$ cat src/design/prf_ram.sv
// Generic single-write, single-read synchronous RAM with registered read data.
// No dependencies; used for slot data words and slot metadata.
`default_nettype none

module prf_ram #(
    parameter int WIDTH = 64,
    parameter int DEPTH = 64,
    parameter int AW    = $clog2(DEPTH)
) (
    input  wire logic             i_clk,
    input  wire logic             i_we,
    input  wire logic [AW-1:0]    i_waddr,
    input  wire logic [WIDTH-1:0] i_wdata,
    input  wire logic [AW-1:0]    i_raddr,
    output logic      [WIDTH-1:0] o_rdata
);

    logic [WIDTH-1:0] r_mem [DEPTH];
    logic [WIDTH-1:0] r_rdata;

    always_ff @(posedge i_clk) begin
        if (i_we) begin
            r_mem[i_waddr] <= i_wdata;
        end
        r_rdata <= r_mem[i_raddr];
    end

    assign o_rdata = r_rdata;

endmodule

`default_nettype wire

$ cat config.mk
export PLATFORM = sky130hd
export DESIGN_NAME = prf_ram
export DESIGN_NICKNAME = d
export VERILOG_FILES = /design/src/design/prf_ram.sv
export SDC_FILE = /design/constraint.sdc
export NUM_CORES = 2
export LEC_CHECK = 0
export ABC_CLOCK_PERIOD_IN_PS = 9100
export BUFFER_PORTS_ARGS = -buffer_cell sky130_fd_sc_hd__buf_2
export CELL_PAD_IN_SITES_DETAIL_PLACEMENT = 0
export CELL_PAD_IN_SITES_GLOBAL_PLACEMENT = 2
export CORE_MARGIN = 8
export CORE_UTILIZATION = 54
export DETAILED_ROUTE_END_ITERATION = 6
export PLACE_DENSITY_LB_ADDON = 0.1
export SLEW_MARGIN = 5
export SYNTH_ARGS = -nofsm -noshare
export SYNTH_HDL_FRONTEND = slang
export SYNTH_SLANG_ARGS = --single-unit
export TNS_END_PERCENT = 10
$ cat constraint.sdc
create_clock -name i_clk -period 9.1 [get_ports i_clk]
set_input_delay 0.91 -clock i_clk [delete_from_list [all_inputs] [get_ports i_clk]]
set_output_delay 0.91 -clock i_clk [all_outputs]
set_load 0.05 [all_outputs]
== Word level (Yosys, flattened, before mapping) ==
Memory sizes are Yosys's and may differ from the RTL's. A register that Yosys moved wholly into a read port is not among the register bits.
Index checks and enable logic that the tools add are counted.

* Register bits: 0
* Memory bits (writable): 4,096
* Input bits: 78
* Output and inout port bits: 64
* Memories: 1

* Muxes and demuxes: 2

{| class="wikitable"
|+ Memories
! name !! depth !! width !! rd ports !! clocked after Yosys merged registers in !! wr ports !! line !! source
|-
| r_mem || 64 || 64 || 1 || 1 || 1 || 18 || <nowiki>logic [WIDTH-1:0] r_mem [DEPTH];</nowiki>
|}

{| class="wikitable"
|+ Operators with widths
! kind !! count
|-
| $mux 1 || 2
|}

== Depth between registers and ports, before layout ==
* Depth after elaboration: 2
* Mapped depth: 9
* Mapped depth without buffers: 5

== Least setup slack after synthesis ==
No wires, ideal clock.

* Kind: in2reg
* Start: input i_waddr[3]
* End: memory r_mem[48][0] (enable)
* Library setup time: 0.564 ns
* Arrival time: 5.782 ns
* Required time: 8.536 ns
* Slack: 2.754 ns
* Cell stages on the path: 4
* Path buffers: 1
* Path through: clkbuf_1 -> nor2b_1 -> nand4b_1 -> nor3_1

{| class="wikitable"
|+ RTL lines
! what !! line !! source
|-
| start, declared || 12 || <nowiki>input wire logic [AW-1:0] i_waddr,</nowiki>
|-
| end, declared || 18 ||
|}

Straight into the memory's write port.

==> results.cfg <==
[placement]
port_buffers = 141
gp_congestion = 0.759
post-dp-hpwl_mm = 225

[synthesis]
syn_nets = 6676
ys_ff_latch = 4160
synth_top_cell_by_area = edfxtp_1
syn_area_um2 = 156000
synth-main-ff-cell = edfxtp_1
syn_avg_cell_area_um2 = 23.7
synth_edf_count = 4096
yosys.area.top_type_share_pct = 78.7
synth_commonest_cells = edfxtp_1, mux4_2, buf_2
synth.distinct_cells = 33
async_flop_share_pct = 0
seq_area_frac_synth_pct = 79.5
netlist_instances = 6598
synth_most_common_cell = edfxtp_1
ys_warn_count = 0
synth_area_leaders = edfxtp_1, mux4_2, mux2i_1, dfxtp_1, a22oi_1

[sta]
clock.fmax_mhz = 270
setup_tns_ns = 0
period_needed_ns = 3.71
worst_slew_pin_slew_ns = 1.30
setup_viol = 0
timing.final.crit_share_pct = 40.7
rsz0062_at_grt = no
hold_viol = 0
finalClockSkew_ns = 0.0319
slew_headroom_pct = 13.3
slew_violations = 0

[cts]
clockRootBuffer = clkbuf_16
ctsResizeCount = 0
clk_path_buf_depth = 4
clock_latency_ns = 0.94
cts_tree = done
htreeDepth = 5
cts_setup_buffers = 0
cts.sinks = 4160
numCtsBuffers = 422
postCtsHoldBufs = 0
clkTransAtPathRegs_ns = 0.06

[setup_path]
critPathSlowestCell = buf_4
cp_max_fo = 94
critPathTopFamily = buffers and inverters
end_kind = flip-flop
cp.required_ns = 9.84
worstPathCellList = buf_8, buf_4, nor2b_4, buf_12, a22oi_1, and3_1, a211oi_1
r2r-end = o_rdata[44]
timing.critical_path.buf_inv = 3
startpoint_type = input port
ff2ff_path_depth = 5
timing.rr.start = r_mem[11][44]
ff2ff_setup_slack_ns = 6.95
cp.arrival_ns = 4.44
worstSetupPathType = in -> reg
slowest_delay_ns = 0.80

[routing]
routedWlPerCell_um = 39.5
drt_wl_total_mm = 440
drt-initial-drc-count = 10100
postRouteAntennaNets = 0
dr.pass1.iters = 5
drcViolationCount = 0
viasPerCell = 6.77
via_count = 75400

[global_route]
use_met2_pct = 45.8
antenna_found_initial = 39
grt_max_degree = 119
top_usage_layer = met2
grt_pass1_wl_mm = 607
grt_use_total_pct = 28.3
grt_pass1_vias = 75700
overflow = 0
grt.met1_usage_pct = 41.3
grtUsageMet3_pct = 4.27

[pwr]
p_leak_nw = 55.0
p_per_area_nw_per_um2 = 230
max-vdd-ir-drop_v = 0.000195

[final_layout]
fillerInstances = 19700
fin_nets = 7068
area_delta_synth_final_pct = 12.7
finish.utilization_pct = 61.2
drive_gt1_share_pct = 28.1

[flow_run]
cap_violations = 0

[die]
die_h_um = 554
io_pins = 142
core_um2 = 288000
dieArea_um2 = 307000
die_w_um = 554
start_util_pct = 54.3
rows = 197

[worst_hold_path]
hold_depth = 1
holdPathEnd = r_mem[54][16]
min_path_type = in -> reg
min_from = i_wdata[16]

[outcome]
status = finished, final reports clean
-- layout by cell type, fill, tap and decap left out, types with 64 or more instances in the layout --
cell type     n
a22o_1       88
a22oi_1     168
and3_1       64
buf_2       138
buf_4       174
clkbuf_1     93
clkbuf_16   428
clkinv_1    101
clkinv_2     65
dfxtp_1      64
edfxtp_1   4096
mux2i_1     135
mux4_2     1024
nor2_4       65
o22ai_1      83
-- registers in the layout, indices dropped and copies added, names as in the netlist --
register  flops
o_rdata      64
r_mem      4096
-- per-layer routing --
layer	vias up	routed length, µm
met5	-	76
met4	12	12800
met3	641	38200
met2	3834	213000
met1	41600	176000
li1	29300	-
-- layout make-up --
cell class,count,area (µm²),share of cell area [%]
sequential,4160,124000,70.5
multi-input combinational,2049,30800,17.5
clock buffer,547,11400,6.48
tap,3781,4730,2.68
timing repair buffer,338,2510,1.42
clock inverter,242,2420,1.37
inverter,19,71.3,0.0405
antenna,8,20.0,0.0114
-- worst register-to-register path: cells and delay by family, from the launching register on --
kind / cells / cell delay, ns
mux: 1 / 0.48
simple gates: 2 / 0.44
flops: 1 / 0.37
compound gates: 2 / 0.75
-- worst max-delay path by stage --
| stage | start | endpoint | slack, ns | depth (start not counted) |
|---|---|---|---|---|
| 3_3_place_gp | i_waddr[2] | r_mem[7][47] | 4.50 | 4 |
| 4_1_cts | i_waddr[2] | r_mem[7][16] | 5.51 | 4 |
| 6_report | i_raddr[2] | o_rdata[59] | 5.39 | 7 |
| 2_1_floorplan | i_waddr[3] | r_mem[48][0] | 2.75 | 4 |
| 3_5_place_dp | i_waddr[2] | r_mem[7][53] | 4.51 | 4 |
| 5_1_grt | i_raddr[2] | o_rdata[59] | 5.38 | 7 |
-- cells by family after synthesis --
kind of cell    count (synthesis)  synth area share, %
mux                          1159                 15.6
flops                        4160                 79.5
buf+inv                       389                 1.18
compound gates                504                 2.48
simple gates                  386                 1.24
-- per-stage QoR --
stage          setup slack (ns)  std cells  instance area, µm²  hold WS (ns)  power (mW)
2_1_floorplan              2.75       6598              156000         0.788        22.8
3_3_place_gp               4.50      10300              162000         0.826        23.6
3_5_place_dp               4.51      10300              162000         0.838        23.7
4_1_cts                    5.51      11100              176000         0.622        40.8
5_1_grt                    5.38      11100              176000         0.713        41.6
6_report                   5.39      11100              176000         0.702        40.6
-- report_power, final --
part           leakage (nW)  switching (mW)  internal [mW]  total [mW]
logic                  10.9            1.27          0.649        1.92
registers              37.4           0.107           21.2        21.3
clock network          6.74            7.20           10.1        17.3
total                  55.0            8.58           32.0        40.6
Power figures use the tool's default switching activity.
